[src/rtl/qrs_pkg.sv]
// Shared types, widths and status codes of the quadratic root solver.
package qrs_pkg;

  localparam int COEFF_W     = 16;
  localparam int FRAC_BITS   = 8;
  localparam int DISC_W      = 34;
  localparam int ROOT_W      = 17;
  localparam int X_W         = 25;
  localparam int SQRT_STAGES = ROOT_W;
  localparam int NUM_W       = ROOT_W + 2;
  localparam int MAG_W       = NUM_W - 1;
  localparam int DVS_W       = COEFF_W + 2;
  localparam int DVD_W       = MAG_W + FRAC_BITS + 1;
  localparam int IN_W        = 3 * COEFF_W;
  localparam int OUT_RAW_W   = 2 + DISC_W + ROOT_W + 2 * X_W;
  localparam int OUT_W       = ((OUT_RAW_W + 7) / 8) * 8;

  typedef enum logic [1:0] {
    ST_TWO_ROOTS  = 2'd0,
    ST_NEG_DISC   = 2'd1,
    ST_NOT_SQUARE = 2'd2,
    ST_A_ZERO     = 2'd3
  } status_t;

  typedef struct packed {
    logic signed [COEFF_W-1:0] a;
    logic signed [COEFF_W-1:0] b;
    logic signed [DISC_W-1:0]  disc;
  } job_t;

  typedef struct packed {
    status_t                  status;
    logic signed [DISC_W-1:0] disc;
    logic [ROOT_W-1:0]        root;
    logic                     neg_m;
    logic                     neg_p;
  } tag_t;

endpackage

[src/rtl/qrs_disc.sv]
// Two-stage discriminant computation: products, then b*b - 4ac.
module qrs_disc
  import qrs_pkg::*;
(
  input  logic                      clk,
  input  logic                      rst_n,
  input  logic                      en,
  input  logic                      in_valid,
  input  logic signed [COEFF_W-1:0] a,
  input  logic signed [COEFF_W-1:0] b,
  input  logic signed [COEFF_W-1:0] c,
  output logic                      out_valid,
  output job_t                      out_job
);

  logic                        v1_r, v2_r;
  logic signed [COEFF_W-1:0]   a1_r, b1_r;
  logic signed [2*COEFF_W-1:0] bb_r, ac_r;
  job_t                        job_r;
  logic signed [DISC_W-1:0]    disc_nxt;

  assign disc_nxt = DISC_W'(bb_r) - (DISC_W'(ac_r) <<< 2);

  always_ff @(posedge clk) begin
    if (!rst_n) begin
      v1_r <= 1'b0;
      v2_r <= 1'b0;
    end else if (en) begin
      v1_r <= in_valid;
      v2_r <= v1_r;
    end
  end

  always_ff @(posedge clk) begin
    if (en) begin
      a1_r       <= a;
      b1_r       <= b;
      bb_r       <= b * b;
      ac_r       <= a * c;
      job_r.a    <= a1_r;
      job_r.b    <= b1_r;
      job_r.disc <= disc_nxt;
    end
  end

  assign out_valid = v2_r;
  assign out_job   = job_r;

endmodule

[config.mk]
export PLATFORM = sky130hd
export DESIGN_NAME = qrs_disc
export DESIGN_NICKNAME = d
export VERILOG_FILES = /design/src/rtl/qrs_pkg.sv /design/src/rtl/qrs_disc.sv
export SDC_FILE = /design/constraint.sdc
export NUM_CORES = 1
export LEC_CHECK = 0
export BUFFER_PORTS_ARGS = -buffer_cell sky130_fd_sc_hd__buf_2
export CAP_MARGIN = 20
export CORE_UTILIZATION = 36
export DETAILED_ROUTE_END_ITERATION = 10
export PLACE_DENSITY = 0.62
export SLEW_MARGIN = 10
export SYNTH_ARGS = -nofsm -noshare
export SYNTH_HDL_FRONTEND = slang
export SYNTH_SLANG_ARGS = --single-unit
[constraint.sdc]
create_clock -name clk -period 13.9 [get_ports clk]
set_input_delay 1.39 -clock clk [delete_from_list [all_inputs] [get_ports clk]]
set_output_delay 1.39 -clock clk [all_outputs]
set_load 0.1 [all_outputs]
---- Word-level counts from Yosys, hierarchy flattened ----
Cells that the tools add are included.
cells by class
  add/subtract/negate cells ............... 1
  multiply operators ...................... 2
operators with widths
  kind            number
  $mul 16x16->32  2
  $sub 32x34->34  1
word-level totals
  flip-flop bits (word level) ............. 164
  input bits .............................. 52
  output and inout bits ................... 67
  logic and storage cells ................. 12

---- Longest topological paths before layout ----
Gate-level depths: netlist of the first run.
  word-level depth ........................ 1
  gate-level depth with buffers ........... 24
  depth with buffers taken out ............ 24

---- Least setup slack after synthesis of the first run ----
Ideal clock, no wire load.
  path type ............................... in2reg
  start ................................... input port a[15]
  end ..................................... register ac_r[31] (data pin)
  library setup time ...................... 0.260 ns
  arrival time ............................ 6.906 ns
  data required time ...................... 13.640 ns
  path slack .............................. 6.734 ns
  stages on the path ...................... 21
  buffers on the path ..................... 1
  cells stage by stage .................... clkbuf_1 > nand2_1 > inv_1 > fa_1 > fa_1 > fa_1 > fa_1 > fa_1 > inv_1 > fa_1 > inv_1 > ha_1 > a21o_1 > a21o_1 > a21oi_1 > o31ai_1 > a31oi_1 > o211ai_1 > a31o_2 > a21oi_1 > xnor2_1
on the way
  word-level cells in the longest chain between the ends .. 1
ends and longest elaborated chain
  item                    RTL line        source
  start: declaration      qrs_disc.sv:9   input logic signed [COEFF_W-1:0] a,
  $mul 16x16->32          qrs_disc.sv:39  ac_r <= a * c;
  end signal: assignment  qrs_disc.sv:39
  end: declaration        qrs_disc.sv:18  logic signed [2*COEFF_W-1:0] bb_r, ac_r;
Every way passes these cells.
A chain may end at the register's enable or synchronous reset.

---- Worst setup path after layout of the first run ----
  start ................................... input port b[3]
  end ..................................... register bb_r[28] (data pin)
on the way
  word-level cells in the longest chain between the ends .. 1
ends and longest elaborated chain
  item                    RTL line        source
  start: declaration      qrs_disc.sv:10  input logic signed [COEFF_W-1:0] b,
  $mul 16x16->32          qrs_disc.sv:38  bb_r <= b * b;
  end signal: assignment  qrs_disc.sv:38
  end: declaration        qrs_disc.sv:18
Every way passes these cells.

==> results of run 1 <==
==> worst max path at each step <==
| stage | endpoint | slack (ns) | depth (start not counted) |
|---|---|---|---|
| CTS | bb_r[31]$_DFFE_PP_ | 6.62 | 19 |
| finish | bb_r[28]$_DFFE_PP_ | 6.54 | 22 |
| global placement | bb_r[28]$_DFFE_PP_ | 6.18 | 22 |
| detailed placement | bb_r[30]$_DFFE_PP_ | 6.09 | 18 |
| floorplan | ac_r[31]$_DFFE_PP_ | 6.73 | 21 |
| global route | bb_r[30]$_DFFE_PP_ | 6.12 | 18 |
==> placed cells by master (no fill, tap or decap), types with 6 or more instances in the layout <==
cell type / netlist / layout
fa_1: 497 / 497
or2_2: 6 / 6
o21ai_0: 35 / 35
nand2b_1: 18 / 18
clkbuf_16: 0 / 17
a21o_1: 36 / 36
o21a_1: 15 / 15
o211ai_1: 7 / 7
and3_1: 10 / 10
edfxtp_1: 158 / 158
xor2_1: 29 / 29
xnor2_1: 75 / 75
inv_1: 656 / 656
ha_1: 204 / 204
a31oi_1: 6 / 6
a211oi_1: 8 / 8
nor2b_1: 12 / 12
nand3_1: 17 / 17
buf_2: 0 / 116
nor2_1: 80 / 80
a21oi_1: 64 / 64
or3_1: 6 / 6
o21bai_1: 14 / 14
and2_1: 162 / 162
nand2_1: 227 / 227
nor3_1: 21 / 21
==> registers in the layout (all words and copies together), names as in the netlist <==
name       cells
out_valid      1
v1_r           1
a1_r          16
out_job       64
ac_r          32
b1_r          16
bb_r          30
==> per-layer routing <==
layer,GRT usage (%),vias up
li1,-,7753
met3,1.78,61
met5,0,-
met2,27.9,256
met1,21.0,8521
met4,4.66,0
==> cell type report <==
cell class                 count  area [um2]
clock inverter                15         174
fill                        6808       41600
tap                          931        1160
multi-input combinational   1621       17800
sequential                   160        4780
clock buffer                  17         425
inverter                     656        2460
timing repair buffer         119         607
==> logic make-up (layout without fill, tap and decap cells) <==
group / Yosys count / count (layout) / synth area share [%]
AO/OA/AOI/OAI: 235 / 235 / 6.21
XOR/XNOR: 104 / 104 / 3.60
adder cells (fa/ha/maj): 701 / 701 / 49.4
buffers and inverters: 716 / 807 / 10.6
flip-flops: 160 / 160 / 18.9
multiplexers: 5 / 5 / 0.198
other: 1 / 1 / 0.0148
AND/OR/NAND/NOR: 575 / 575 / 11.1
==> critical path: stages <==
cell and delay [ns]:
buf_2 0.39, inv_1 0.27, nor2_1 0.24, ha_1 0.30, xor2_1 0.19, fa_1 0.50
fa_1 0.51, inv_1 0.05, fa_1 0.48, fa_1 0.49, inv_1 0.05, fa_1 0.51
inv_1 0.05, ha_1 0.34, a21o_1 0.19, a211oi_1 0.22, o21bai_1 0.12, a221oi_1 0.56
nor2_1 0.12, nor2_1 0.33, o21ai_0 0.13, o211a_1 0.13
==> metrics by stage <==
step	cells	setup slack (ns)	hold slack [ns]
finish	3519	6.54	0.416
global route	3519	6.12	0.424
CTS	3519	6.62	0.422
detailed placement	3487	6.09	0.405
global placement	3487	6.18	0.400
floorplan	2497	6.73	0.400
==> qor.yml, run 1 <==
wl_met3_um: 1620
antenna_found_initial: 0
layout-area-overhead-vs-synth_pct: 8.44
hp-class: "flop to flop"
synth_area_mm2: 0.0253
drt-vias-per-instance: 4.71
report.final.hold_viol_count: 0
drtPass1Iterations: 5
nets: 3328
die_h_um: 267
drt_iter0_markers: 785
root_buffer: "clkbuf_16"
grtUsageTotal_pct: 16.1
cts.sinks: 160
wl_per_cell_um: 15.1
die_w_um: 267
syn_avg_cell_area_um2: 10.1
layout-drive-gt1-share_pct: 6.45
outcome: "completed"
cts_tree: "yes"
dr_wl_met2_um: 27100
core-area_mm2: 0.0691
top_layer: "met4"
cts_setup_buffers: 0
grt_pass1_wl_um: 89200
worst_clock_skew_ns: 0.0139
clk_path_buf_depth: 2
via_count: 16600
clkSlewWorstSetupHoldPaths_ns: 0.08
grt_max_degree: 68
worstSetupPathType: "input pin to flop"
drc_errors: 0
r2r_cells: 11
postCtsHoldBufs: 0
yosysWarnings: 0
crit_fanout: 18
synth_area_leaders: "fa_1, edfxtp_1, ha_1, inv_1, and2_1"
cts-htree-levels: 4
hold_start: "b1_r[10]$_DFFE_PP_"
fmax_mhz: 136
maxCapViolCount: 0
setup-tns-final_ns: 0
dieArea_mm2: 0.0714
startpoint: "b[3]"
place.detailed.hpwl_um: 42500
synthArstFlopShare_pct: 0
grt.overflow.total: 0
synthTopCellsByCount: "inv_1, fa_1, nand2_1"
synth_nets: 3250
required_ns: 14.12
start_util_pct: 36.7
synth_ff_type: "edfxtp_1"
synth_cell_types: 61
synth_top_cell_by_area: "fa_1"
final_area_mm2: 0.0275
setup_viol: 0
hold_end: "out_job[44]$_DFFE_PP_"
period_share_pct: 52.9
min_path_cells: 0
postRouteAntennaNets: 0
yosysMostFrequentCell: "inv_1"
ys_seq_area_share_pct: 18.9
timing.rr.end: "out_job[22]$_DFFE_PP_"
wl_met1_um: 23500
crit_arrival_ns: 7.58
finalCriticalPeriod_ns: 7.36
synth_top_cell_area_share_pct: 39.3
cts_resized: 0
start_kind: "input pin"
slew_violations: 0
gp_congestion: 0.844
synth_edf_count: 158
final_core_util_pct: 39.8
rsz0062_at_grt: "no"
diodes: 0
io_pins: 119
wl_um: 53300
place_area_mm2: 0.0269
rrSetupSlack_ns: 10.03
portBuffers: 117
first_global_vias: 17500
yosys_register_bits: 160
worstSkewPairLatency_ns: 0.47
cts_buffers: 17
worst_setup_path_end_kind: "flop"
rr_startpoint: "bb_r[2]$_DFFE_PP_"
netlist_instances: 2497
slew_headroom_pct: 27.4
tightest_slew_ns: 1.08
num_rows: 96
Power of run 1 is not shown: default switching activity piles up to over one toggle a cycle in this logic, so the estimate is an artifact.
==> run 2, diff against run 1 <==
--- a/config.mk
+++ b/config.mk
@@ -5,6 +5,7 @@
 export SDC_FILE = /design/constraint.sdc
 export NUM_CORES = 1
 export LEC_CHECK = 0
+export ABC_AREA = 1
 export BUFFER_PORTS_ARGS = -buffer_cell sky130_fd_sc_hd__buf_2
 export CAP_MARGIN = 20
 export CORE_UTILIZATION = 36
==> constraint.sdc (replaced) <==
create_clock -name clk -period 7.7 [get_ports clk]
set_input_delay 0.77 -clock clk [delete_from_list [all_inputs] [get_ports clk]]
set_output_delay 0.77 -clock clk [all_outputs]
set_load 0.1 [all_outputs]
==> run 2 against run 1 <==
Against the previous run:
- count of clock-buffer cells in the layout unchanged
- wire length is 19% higher
- first-iteration DRC count is 64% higher
- critical path depth down 3
- area after synthesis grew 9.9%
- sequential share of layout area shrank 1.4 points
- global-route usage rose by 1.3 points
- worst setup slack worse by 4.9 ns
- largest cell class unchanged
==> qor.yml, run 2 <==
synth_top_cell_area_share_pct: 35.7
drt_iter0_markers: 1291
num_rows: 101
yosysWarnings: 0
clk_path_buf_depth: 2
period_share_pct: 78.1
worst_path_max_delay_cell: "fa_1"
synth_ff_type: "edfxtp_1"
met2_usage_pct: 27.9
finalCriticalPeriod_ns: 6.01
place_area_mm2: 0.0294
nFillCells: 7688
synthArstFlopShare_pct: 0
synth_area_mm2: 0.0278
die_h_um: 280
grt.overflow.total: 0
slew_headroom_pct: 37.2
crit_arrival_ns: 6.25
cts_buffers: 17
nets: 4157
synth_top_cell_by_area: "fa_1"
slew_violations: 0
grt-busiest-layer: "met2"
cts.sinks: 160
first_global_vias: 21100
gp_congestion: 0.942
path_cells: "buf_2 > nand2_1 > inv_1 > fa_1 > fa_1 > fa_1 > fa_1 > fa_1 > inv_1 > fa_1 > inv_1 > ha_1 > nand2_1 > nor2_1 > inv_1 > nor2_1 > nand4_1 > nand4_1 > nand2_1"
portBuffers: 117
grt_max_degree: 71
drtPass1Iterations: 6
rsz0062_at_grt: "no"
postCtsHoldBufs: 0
clkSlewWorstSetupHoldPaths_ns: 0.08
grt_pass1_wl_um: 107000
gr-usage-met1_pct: 24.4
yosysMostFrequentCell: "inv_1"
worst_clock_skew_ns: 0.0142
wl_um: 63300
hold_start: "b1_r[15]$_DFFE_PP_"
cts_resized: 0
postRouteAntennaNets: 0
outcome: "completed"
grtUsageMet3_pct: 2.52
seqCellArea_mm2: 0.00478
mostFrequentLayoutCells: "inv_1, nand2_1, fa_1"
dieArea_mm2: 0.0784
tightest_slew_ns: 0.942
layout-drive-gt1-share_pct: 7.76
worstSkewPairLatency_ns: 0.50
core-area_mm2: 0.0762
synth_area_leaders: "fa_1, edfxtp_1, inv_1, nand2_1, ha_1"
wl_per_cell_um: 14.2
die_w_um: 280
root_buffer: "clkbuf_16"
diodes: 0
synth_cell_types: 38
maxCapViolCount: 0
drt-vias-per-instance: 4.58
worstSetupPathType: "input pin to flop"
startpoint: "b[2]"
start_util_pct: 36.5
syn_avg_cell_area_um2: 8.29
synthTopCellsByCount: "inv_1, nand2_1, fa_1"
place.detailed.hpwl_um: 53500
hp-class: "flop to flop"
report.final.hold_viol_count: 0
via_count: 20400
netlist_instances: 3357
slowest_delay_ns: 0.91
min_path_cells: 0
multi_input_comb_area_mm2: 0.0189
yosys_register_bits: 160
antenna_found_initial: 1
layout-area-overhead-vs-synth_pct: 7.64
cts_tree: "yes"
final_common_cell: "inv_1"
setup_viol: 0
crit_top_cell: "fa_1"
synth_nets: 4110
synth_edf_count: 158
ys_seq_area_share_pct: 17.2
rr_startpoint: "bb_r[23]$_DFFE_PP_"
largest_register_ff_count: 64
grtUsageTotal_pct: 17.4
final_area_mm2: 0.0300
setup-tns-final_ns: 0
start_kind: "input pin"
cts-htree-levels: 4
fmax_mhz: 166
final_core_util_pct: 39.3
crit_fanout: 18
io_pins: 119
drc_errors: 0
worst_setup_path_end_kind: "flop"
r2r_cells: 9
cts_setup_buffers: 0
required_ns: 7.94
-- run 2: layout make-up --
class                   instances  share of cell area [%]
multi-input cells            2086                    63.0
flip-flops and latches        160                    16.0
inverters                    1018                    12.8
well taps                    1030                    4.30
repair buffers                121                    2.08
clock buffers                  17                    1.42
clock inverters                15                   0.493
-- run 2: layer usage --
metal	share of wire, %	up-vias
li1	-	9835
met2	47	480
met5	0.013	-
met1	46	10000
met3	5.7	69
met4	1.9	2
-- run 2: worst max-delay path, delay by kind of cell --
family                   cells  cell delay (ns)
adder cells (fa/ha/maj)      7             3.83
AND/OR/NAND/NOR              7             1.03
buffers and inverters        5             0.62
-- run 2: worst paths after layout --
kind                            slack (ns)                    end
worst max-delay path                  1.69     bb_r[25]$_DFFE_PP_
worst min-delay path                  0.41  out_job[49]$_DFFE_PP_
worst min register to register        0.41  out_job[49]$_DFFE_PP_
worst max register to register        5.50  out_job[30]$_DFFE_PP_
-- run 2: cell families (layout without fill, tap and decap cells) --
group / count (synthesis) / count (layout) / share of synthesized area [%]
xor+xnor: 66 / 66 / 2.08
fa+ha+maj: 701 / 701 / 44.9
buf+inv: 1111 / 1171 / 15.0
other cells: 1 / 1 / 0.0135
compound gates: 152 / 152 / 3.03
simple gates: 1166 / 1166 / 17.8
flops: 160 / 160 / 17.2
-- run 2: per-stage QoR --
step	instances	hold slack [ns]	worst slack [ns]
3_3_place_gp	4415	0.400	1.30
4_1_cts	4447	0.413	1.73
5_1_grt	4447	0.418	1.30
3_5_place_dp	4415	0.405	1.20
2_1_floorplan	3357	0.400	1.57
6_report	4447	0.413	1.69
Power of run 2 is left out for the same reason.
