--- config.mk ---
export PLATFORM = sky130hd
export DESIGN_NAME = qrs_sqrt
export DESIGN_NICKNAME = d
export VERILOG_FILES = /design/src/rtl/qrs_pkg.sv /design/src/rtl/qrs_sqrt.sv
export SDC_FILE = /design/constraint.sdc
export NUM_CORES = 1
export LEC_CHECK = 0
export BUFFER_PORTS_ARGS = -buffer_cell sky130_fd_sc_hd__buf_2
export CAP_MARGIN = 0
export CORE_ASPECT_RATIO = 2
export CORE_UTILIZATION = 40
export DETAILED_ROUTE_END_ITERATION = 8
export GPL_TIMING_DRIVEN = 0
export SLEW_MARGIN = 20
export SYNTH_ARGS = -nofsm -noshare
export SYNTH_HDL_FRONTEND = slang
export SYNTH_SLANG_ARGS = --single-unit
--- constraint.sdc ---
create_clock -name clk -period 2.8 [get_ports clk]
set_input_delay 0.14 -clock clk [delete_from_list [all_inputs] [get_ports clk]]
set_output_delay 0.14 -clock clk [all_outputs]
set_load 0.03 [all_outputs]
--- src/rtl/qrs_pkg.sv ---
// Shared types, widths and status codes of the quadratic root solver.
package qrs_pkg;

  localparam int COEFF_W     = 16;
  localparam int FRAC_BITS   = 8;
  localparam int DISC_W      = 34;
  localparam int ROOT_W      = 17;
  localparam int X_W         = 25;
  localparam int SQRT_STAGES = ROOT_W;
  localparam int NUM_W       = ROOT_W + 2;
  localparam int MAG_W       = NUM_W - 1;
  localparam int DVS_W       = COEFF_W + 2;
  localparam int DVD_W       = MAG_W + FRAC_BITS + 1;
  localparam int IN_W        = 3 * COEFF_W;
  localparam int OUT_RAW_W   = 2 + DISC_W + ROOT_W + 2 * X_W;
  localparam int OUT_W       = ((OUT_RAW_W + 7) / 8) * 8;

  typedef enum logic [1:0] {
    ST_TWO_ROOTS  = 2'd0,
    ST_NEG_DISC   = 2'd1,
    ST_NOT_SQUARE = 2'd2,
    ST_A_ZERO     = 2'd3
  } status_t;

  typedef struct packed {
    logic signed [COEFF_W-1:0] a;
    logic signed [COEFF_W-1:0] b;
    logic signed [DISC_W-1:0]  disc;
  } job_t;

  typedef struct packed {
    status_t                  status;
    logic signed [DISC_W-1:0] disc;
    logic [ROOT_W-1:0]        root;
    logic                     neg_m;
    logic                     neg_p;
  } tag_t;

endpackage

--- src/rtl/qrs_sqrt.sv ---
// Pipelined digit-by-digit square root, one result bit per stage.
module qrs_sqrt
  import qrs_pkg::*;
(
  input  logic              clk,
  input  logic              rst_n,
  input  logic              en,
  input  logic              in_valid,
  input  job_t              in_job,
  output logic              out_valid,
  output job_t              out_job,
  output logic [ROOT_W-1:0] out_root,
  output logic              out_exact
);

  localparam int REM_W = ROOT_W + 1;

  logic              v_r   [SQRT_STAGES];
  job_t              job_r [SQRT_STAGES];
  logic [REM_W-1:0]  rem_r [SQRT_STAGES];
  logic [ROOT_W-1:0] res_r [SQRT_STAGES];
  logic [DISC_W-1:0] dv_r  [SQRT_STAGES];

  logic [REM_W-1:0]  rem_nxt [SQRT_STAGES];
  logic [ROOT_W-1:0] res_nxt [SQRT_STAGES];
  logic [DISC_W-1:0] dv_nxt  [SQRT_STAGES];

  always_comb begin
    logic [REM_W-1:0]  src_rem;
    logic [ROOT_W-1:0] src_res;
    logic [DISC_W-1:0] src_dv;
    logic [REM_W+1:0]  cur;
    logic [REM_W+1:0]  trial;
    logic [REM_W+1:0]  diff;
    for (int k = 0; k < SQRT_STAGES; k++) begin
      if (k == 0) begin
        src_rem = '0;
        src_res = '0;
        src_dv  = in_job.disc;
      end else begin
        src_rem = rem_r[k-1];
        src_res = res_r[k-1];
        src_dv  = dv_r[k-1];
      end
      cur   = {src_rem, src_dv[DISC_W-1 -: 2]};
      trial = (REM_W+2)'({src_res, 2'b01});
      diff  = cur - trial;
      if (cur >= trial) begin
        rem_nxt[k] = diff[REM_W-1:0];
        res_nxt[k] = {src_res[ROOT_W-2:0], 1'b1};
      end else begin
        rem_nxt[k] = cur[REM_W-1:0];
        res_nxt[k] = {src_res[ROOT_W-2:0], 1'b0};
      end
      dv_nxt[k] = {src_dv[DISC_W-3:0], 2'b00};
    end
  end

  always_ff @(posedge clk) begin
    if (!rst_n) begin
      for (int k = 0; k < SQRT_STAGES; k++) v_r[k] <= 1'b0;
    end else if (en) begin
      v_r[0] <= in_valid;
      for (int k = 1; k < SQRT_STAGES; k++) v_r[k] <= v_r[k-1];
    end
  end

  always_ff @(posedge clk) begin
    if (en) begin
      job_r[0] <= in_job;
      for (int k = 1; k < SQRT_STAGES; k++) job_r[k] <= job_r[k-1];
      for (int k = 0; k < SQRT_STAGES; k++) begin
        rem_r[k] <= rem_nxt[k];
        res_r[k] <= res_nxt[k];
        dv_r[k]  <= dv_nxt[k];
      end
    end
  end

  assign out_valid = v_r[SQRT_STAGES-1];
  assign out_job   = job_r[SQRT_STAGES-1];
  assign out_root  = res_r[SQRT_STAGES-1];
  assign out_exact = (rem_r[SQRT_STAGES-1] == '0);

endmodule

## Word level (Yosys, flattened, before mapping)

Memories as Yosys holds them, arrays and structs flattened.
Cells that the tools add are included.

| cells by class | value |
|---|---|
| add/sub/neg operators | 17 |
| $lt $le $gt $ge | 17 |
| mux-type cells | 56 |
| bitwise logic cells | 17 |
| reductions and logical operators | 1 |

Operator list:

| operator | number |
|---|---|
| $ge 20x19->1 | 16 |
| $mux 18 | 17 |
| $sub 18x18->18 | 16 |
| $mux 1 | 39 |
| $logic_not 18->1 | 1 |
| $or 1x1->1 | 17 |
| $sub 2x1->3 const B | 1 |
| $ge 2x1->1 const B | 1 |

| word-level totals | value |
|---|---|
| register bits | 0 |
| bits in writable memories | 2278 |
| bits of input ports | 70 |
| output and inout bits | 85 |
| word-level logic and storage cells | 113 |
| memories | 5 |

Memory list:

| memory | depth | width | rd ports | clocked after Yosys merged registers in | wr ports | line | source |
|---|---|---|---|---|---|---|---|
| job_r | 17 | 66 | 17 | 0 | 17 | qrs_sqrt.sv:19 | `job_t job_r [SQRT_STAGES];` |
| dv_r | 17 | 32 | 16 | 0 | 17 | qrs_sqrt.sv:22 | `logic [DISC_W-1:0] dv_r [SQRT_STAGES];` |
| rem_r | 17 | 18 | 17 | 0 | 17 | qrs_sqrt.sv:20 | `logic [REM_W-1:0] rem_r [SQRT_STAGES];` |
| res_r | 17 | 17 | 17 | 0 | 17 | qrs_sqrt.sv:21 | `logic [ROOT_W-1:0] res_r [SQRT_STAGES];` |
| v_r | 17 | 1 | 17 | 0 | 17 | qrs_sqrt.sv:18 | `logic v_r [SQRT_STAGES];` |

## Depth between registers and ports, before layout

Gate-level depths: netlist of the first run.

| depth | value |
|---|---|
| word-level depth | 4 |
| mapped depth | 12 |
| mapped depth without buffers | 11 |

## Least setup slack after synthesis of the first run

OpenSTA, ideal clock, no wires.

| path | value |
|---|---|
| path kind | flip-flop to flip-flop |
| from | memory rem_r[0][216] in the netlist's numbering |
| to | memory rem_r[0][251] in the netlist's numbering (data pin) |
| setup time | 0.260 ns |
| data arrival time | 2.481 ns |
| data required time | 2.540 ns |
| setup slack | 0.059 ns |
| stages on the path, launching flop included | 9 |
| path buffers | 0 |
| period minus slack after synthesis | 2.741 ns |
| path through | edfxtp_1 -> ha_1 -> o21ai_0 -> a22oi_1 -> a31o_2 -> a31o_2 -> a31o_2 -> a2111oi_0 -> mux2_2 |

RTL lines:

| what | line |
|---|---|
| start: declaration | qrs_sqrt.sv:20 |

==> results of run 1 <==
worst max-delay path by stage:
stage | start | end | slack (ns) | depth (start not counted)
after floorplan | rem_r[0][216] | rem_r[0][251] | 0.06 | 8
after global placement | en | v_r[0][1] | -23.64 | 2
after detailed placement | rem_r[0][280] | rem_r[0][297] | -1.85 | 10
after CTS | rem_r[0][280] | rem_r[0][301] | -0.02 | 10
after global routing | rem_r[0][283] | rem_r[0][301] | -0.07 | 10
final | rem_r[0][180] | rem_r[0][215] | 0.02 | 8
logic make-up (layout without fill, tap and decap cells):
| group | Yosys count | in the layout |
|---|---|---|
| DFF | 1578 | 1578 |
| muxes | 40 | 40 |
| and+or+nand+nor | 661 | 661 |
| buffers and inverters | 327 | 889 |
| other | 1 | 3 |
| AOI/OAI and AO/OA | 529 | 529 |
| xor gates and xnor gates | 215 | 215 |
| adders and majority gates | 173 | 173 |
layout make-up:
cell class              count  area, um2  area share, %
clock buffers             180       3994          5.661
plain buffers              99      750.7          1.064
repair buffers            312       2486          3.524
diodes                      2      5.005       0.007093
multi-input cells        1619      11980          16.99
well taps                1919       2401          3.403
flip-flops and latches   1578      47390          67.16
inverters                 218      823.3          1.167
clock inverters            80      725.7          1.029
per-layer routing:
layer | vias to the layer above | part of all wire (%) | GRT usage, %
met5 | - | 0 | 0
met2 | 534 | 58 | 26.07
li1 | 14180 | - | -
met4 | 0 | 6.1 | 7.742
met1 | 14010 | 33 | 11.50
met3 | 297 | 3.3 | 2.173
power groups by stage:
stage	sequential, mW	combinational [mW]	clock (mW)
6_report	29.3	6.62	19.6
2_1_floorplan	29.5	3.84	0
4_1_cts	29.3	6.27	20.4
3_5_place_dp	29.8	5.69	0
3_3_place_gp	30.9	5.53	0
5_1_grt	29.5	7.24	21.2
metrics by stage:
| step | worst slack (ns) | power, mW | cell area [um2] | util (%) |
|---|---|---|---|---|
| 2_1_floorplan | 0.05901 | 33.37 | 59930 | - |
| 4_1_cts | -0.01987 | 56.05 | 69870 | 47.01 |
| 3_3_place_gp | -23.64 | 36.44 | 63100 | 42.45 |
| 5_1_grt | -0.06816 | 57.98 | 70550 | 47.46 |
| 6_report | 0.01511 | 55.58 | 70560 | 47.47 |
| 3_5_place_dp | -1.847 | 35.53 | 63460 | 42.69 |
what timing repair did:
item	CTS	global route
resized for setup	150	111
cloned	1	0
setup buffers	35	30
pin swaps	16	19
endpoints found under the hold margin	156	0
hold buffers	79	0
setup endpoints to repair	199	149
worst max-delay path: stages, from the launching register on:
cell and delay [ns]:
edfxtp_1 0.43, ha_4 0.19, or3_1 0.41, o22ai_4 0.23, a21oi_2 0.12, nor2_2 0.14
and3b_1 0.22, or4b_2 0.64, xnor2_1 0.15
synth_stat cells, drive strengths merged, types with 8 or more instances:
cell	instances
and2	11
edfxtp	1578
buf	78
nand2	150
or3	20
o21a	32
and3	28
a21oi	190
xnor2	106
nand4	25
mux2	36
or4	12
nand3	37
nand2b	36
inv	217
ha	173
a21o	47
nor3	72
a2111oi	10
o21bai	8
a31oi	10
or2	10
clkbuf	31
nor2	175
o31ai	17
o21ai	131
xor2	109
a211oi	10
nor4	28
nor2b	27
o211ai	20
state kept, by name, summed over array words and instances (netlist names):
signal,count
rem_r,286
v_r,17
job_r,1122
res_r,153
==> results by group, run 1 <==
Status
  • Status: finished, final reports clean

Cells and area
  • Area grow syn2layout: 17.73%
  • # fillers: 12,520
  • Share of cells above drive strength 1: between 15 and 20%
  • Final net count: 4,223
  • Leading cell type in the layout, fill and taps excluded: edfxtp_1
  • Fin cells: 6,007
  • Commonest cells after routing, fill and taps aside: 1,578 x edfxtp_1, 214 x inv_1, 175 x a21oi_1

CTS
  • CTS tree: done
  • Reg clk slew, reported paths: 0.06 ns
  • Max clock buf depth: 4
  • Later-pin clock latency in the skew report: 0.79 ns
  • Clk root buf: clkbuf_16
  • CTS Buf Count: ~150
  • H-tree Lvls: 4
  • CTS sink cnt: 1,578

Logic synthesis
  • Largest family of logic cells by synthesized area: simple AND/OR/NAND/NOR gates
  • Synth area leader: edfxtp_1
  • Synth Register Bits: 1,578
  • Post-synthesis adder-cell area fraction: roughly 3.6%
  • Seq/Total Area, Yosys: between 70% and 80%
  • Synth Flop Type: edfxtp_1
  • Synth Area in Compound Gates: 5.411%
  • Area share of the largest cell type after synthesis: 79.07%
  • Post-synthesis mux area share: less than 1%
  • Library cells used by synthesis: 79
  • Asr flop ratio synth: 0%
  • Post-Synthesis Cell Area: between 50,000 and 60,000 um2
  • Mean area per synthesized cell: 17.01 um2
  • Largest cells by area after synthesis: edfxtp_1 79%, ha_1 3.6%, xor2_1 1.6%, a21oi_1 1.6%, xnor2_1 1.5%
  • Synth Area in Simple Gates: 5.535%
  • Number of synthesized flops with an enable pin: 1,578
  • Syn_nets: 3,767
  • Post-synthesis xor/xnor area fraction: 3.142%
  • Synth warn: 0
  • Gate Count Post-Synth: between 3,000 and 4,000

Floorplan
  • Starting density of the core: between 40 and 50%
  • Die X-Extent: 275.7 um
  • Die area: 151,500 um2
  • Chip Height: ~550 um
  • Core footprint: between 100,000 and 150,000 um2
  • IO Pins: about 160
  • Floorplan row count: 200

Global route
  • Global-route wire length before repair: around 150 mm
  • Total track usage: 12.93%
  • Gr ovfl total: 0
  • Initial antenna violation count: 1
  • Largest net degree at the start of global routing: 153
  • Vias in the first global route: roughly 30,000

Timing
  • RSZ-0062 raised after global routing: yes
  • Fin crit share: 99.46%
  • TNS Setup: 0 ns
  • Fin. Hold Viols: 0
  • Slew @ Worst Pin: 0.7954 ns
  • Minimum clock period: 2.785 ns
  • Clock skew: between 0.06 and 0.07 ns
  • Hold WS: around 0.07 ns
  • Fmax: 359.1 MHz
  • Pins Over Slew Limit: 0
  • Worst slew margin: between 40% and 50%
  • Final setup fails: 0

Worst setup path
  • R2r worst-path depth: 8
  • CP Capture Type: register
  • WS Path Type: register to register
  • FF-to-FF Start: rem_r[0][180]
  • RR Endpoint: rem_r[0][215]
  • Worst EP required: approximately 3.3 ns
  • Reg2reg setup slack: 0.02 ns
  • Critical Path AT: 3.29 ns
  • Crit path max fanout: 3
  • Crit path launch type: register

Route
  • Post-route antenna net violation count: 0
  • Via count: 29,020
  • 1st-pass router iterations: 5
  • DR vias/cell: 4.832
  • Starting DRC count in detailed routing: 1,523
  • Overall routed net length: 99.39 mm
  • Routed WL per cell: 16.55 um
  • DRC: 0

Worst hold path
  • Hold WC Path Type: primary input to register
  • Hold depth: 2
  • Hold endpoint: job_r[0][58]
  • Worst Hold Launch: in_job[58]

Job
  • Total of max-cap violations: 0

Power
  • Internal power: 42.65 mW
  • Flop pwr share: 52.8%
  • Logic pwr share: 11.9%
  • Switching power: 12.94 mW
  • Switching Fraction: 23.28%
  • Leakage: 25.63 nW
  • Peak VDD IR: 598.8 uV
  • Clock power share: 35.3%
  • Pwr per Cell Area: 787.8 nW/um2

Placed design
  • DP HPWL: 63.87 mm
  • Inst Count DP: around 5,600
  • RD Place Congestion: about 0.90
  • Port Buffers: 154
Power figures use the tool's default switching activity.
==> run 2, diff against run 1 <==
--- a/config.mk
+++ b/config.mk
@@ -11,6 +11,7 @@
 export CORE_UTILIZATION = 40
 export DETAILED_ROUTE_END_ITERATION = 8
 export GPL_TIMING_DRIVEN = 0
+export PLACE_DENSITY = 0.68
 export SLEW_MARGIN = 20
 export SYNTH_ARGS = -nofsm -noshare
 export SYNTH_HDL_FRONTEND = slang
==> run 2 against run 1 <==
The run now ends with hold timing, setup timing left. Sequential share of layout area rose by 0.13 points. Sequential cell count unchanged. First-iteration DRC count increased by 9.7%. Die area unchanged. Global-route usage shrank 0.22 points. Via count decreased by 0.48%. Maximum frequency shrank 1.3%. Critical path type unchanged.
==> results by group, run 2 (same netlist as run 1, synthesis figures left out) <==
Timing
  • Fin. Hold Viols: 95
  • Final worst setup slack: -0.02023 ns
  • Final setup fails: 3
  • Slew @ Worst Pin: slightly below 0.8 ns
  • Fmax: 354.6 MHz
  • Fin crit share: 100.7%
  • Minimum clock period: ~2.8 ns
  • Clock skew: 0.05879 ns
  • RSZ-0062 raised after global routing: yes
  • Hold WS: -0.1171 ns
  • Pins Over Slew Limit: 0
  • Worst slew margin: between 40 and 50%

Floorplan
  • Starting density of the core: 40.32%
  • Die area: ~150,000 um2
  • Core footprint: 148,600 um2
  • IO Pins: 155
  • Die X-Extent: around 280 um
  • Floorplan row count: 200
  • Chip Height: 549.4 um

Worst hold path
  • Hold WC Path Type: primary input to register

Placed design
  • RD Place Congestion: 0.8726
  • Inst Count DP: about 5,600
  • Port Buffers: 154
  • DP HPWL: 62.69 mm

Global route
  • Gr ovfl total: 0
  • Initial antenna violation count: 2
  • Vias in the first global route: 30,080
  • Global-route wire length before repair: 151.5 mm
  • Largest net degree at the start of global routing: 162
  • Total track usage: 12.71%

Worst setup path
  • Crit path launch type: register
  • CP Capture Type: register
  • WS Path Type: register to register
  • Critical Path AT: around 3.3 ns
  • Crit path max fanout: 4
  • Worst EP required: between 3 and 4 ns

Cells and area
  • Final net count: 4,226
  • Commonest cells after routing, fill and taps aside: 1,578 x edfxtp_1, 214 x inv_1, 175 x a21oi_1
  • Fin cells: 6,004
  • Largest Register: job_r
  • Area grow syn2layout: 17.50%
  • Largest register FFs: approximately 1,100
  • Utilization after layout: 47.37%
  • Largest regs: job_r x1122, rem_r x286, res_r x153
  • Leading cell type in the layout, fill and taps excluded: edfxtp_1
  • Share of cells above drive strength 1: 17.87%

CTS
  • Hold Buf Count CTS: just over 70
  • Clk root buf: clkbuf_16
  • H-tree Lvls: 4
  • Max clock buf depth: 4
  • CTS Buf Count: 150
  • CTS sink cnt: 1,578
  • CTS tree: done
  • Reg clk slew, reported paths: ~0.060 ns
  • Later-pin clock latency in the skew report: around 0.77 ns

Power
  • Peak VDD IR: 497.7 uV
  • Leakage: ~26 nW
  • Pwr per Cell Area: between 700 and 800 nW/um2

Status
  • Status: finished, violations left
  • Failing checks: hold timing, setup timing

Route
  • Overall routed net length: ~98 mm
  • Post-route antenna net violation count: 0
  • Starting DRC count in detailed routing: 1,670
  • Via count: 28,880
  • DR vias/cell: 4.811
  • Routed WL per cell: 16.31 um
  • 1st-pass router iterations: 5
  • DRC: 0

Job
  • Total of max-cap violations: 0
==> run 2: path summary, 6_finish.rpt <==
kind	from	end	cells past startpoint	slack [ns]
worst min register to register	job_r[0][632]	job_r[0][698]	0	0.37
worst max-delay path	rem_r[0][283]	rem_r[0][301]	10	-0.02
worst max register to register	rem_r[0][283]	rem_r[0][301]	10	-0.02
worst min-delay path	en	job_r[0][9]	1	-0.12
==> run 2: per-stage QoR <==
stage	area (um2)	total power, mW	setup TNS, ns	setup WS [ns]	hold WS [ns]
CTS	69630	55.67	-0.0007581	-0.0005742	-0.1626
finish	70420	55.25	-0.05298	-0.02023	-0.1171
floorplan	59930	33.37	0	0.05901	0.2389
global route	70420	57.59	-0.3450	-0.06440	-0.1104
detailed placement	63440	35.49	-280.83	-1.694	0.3181
global placement	63100	36.39	-	-23.44	0.3164
==> run 2: layer usage <==
layer  share of wire [%]  track usage, %  up-vias
met5                   0               0        -
li1                    -               -    14180
met1                  33           11.07    13840
met4                 7.1           8.960        0
met2                  57           25.27      557
met3                 3.3           2.121      307
==> run 2: layout make-up <==
cell class / count / area, um2
Tap cell: 1919 / 2401
Clock inverter: 76 / 686.9
Timing Repair Buffer: 317 / 2471
Antenna cell: 1 / 2.502
Sequential cell: 1578 / 47390
Clock buffer: 177 / 3919
Buffer: 99 / 745.7
Inverter: 218 / 823.3
Fill cell: 12490 / 78220
Multi-Input combinational cell: 1619 / 11980
==> run 2: repair_timing <==
action	4_1_cts	5_1_grt
setup endpoints to repair	194	165
pin swaps	22	30
resized for setup	147	116
buffers inserted	45	33
hold endpoints to repair	171	95
gates cloned	0	2
==> run 2: power breakdown <==
part | leakage [nW] | total (mW) | internal (mW) | switching, mW
sequential | 15.3 | 29.4 | 28.5 | 0.894
clock | 2.24 | 19.3 | 11.0 | 8.28
combinational | 8.07 | 6.60 | 2.89 | 3.70
total | 25.6 | 55.3 | 42.4 | 12.9
==> run 2: worst max-delay path, stage by stage (launching register included) <==
cell and delay [ns]:
edfxtp_1 0.48, ha_4 0.32, nand4_1 0.11, buf_6 0.15
or3_4 0.33, a31oi_4 0.27, o32ai_4 0.15, o21ai_2 0.14
buf_6 0.17, buf_6 0.14, mux2_4 0.29
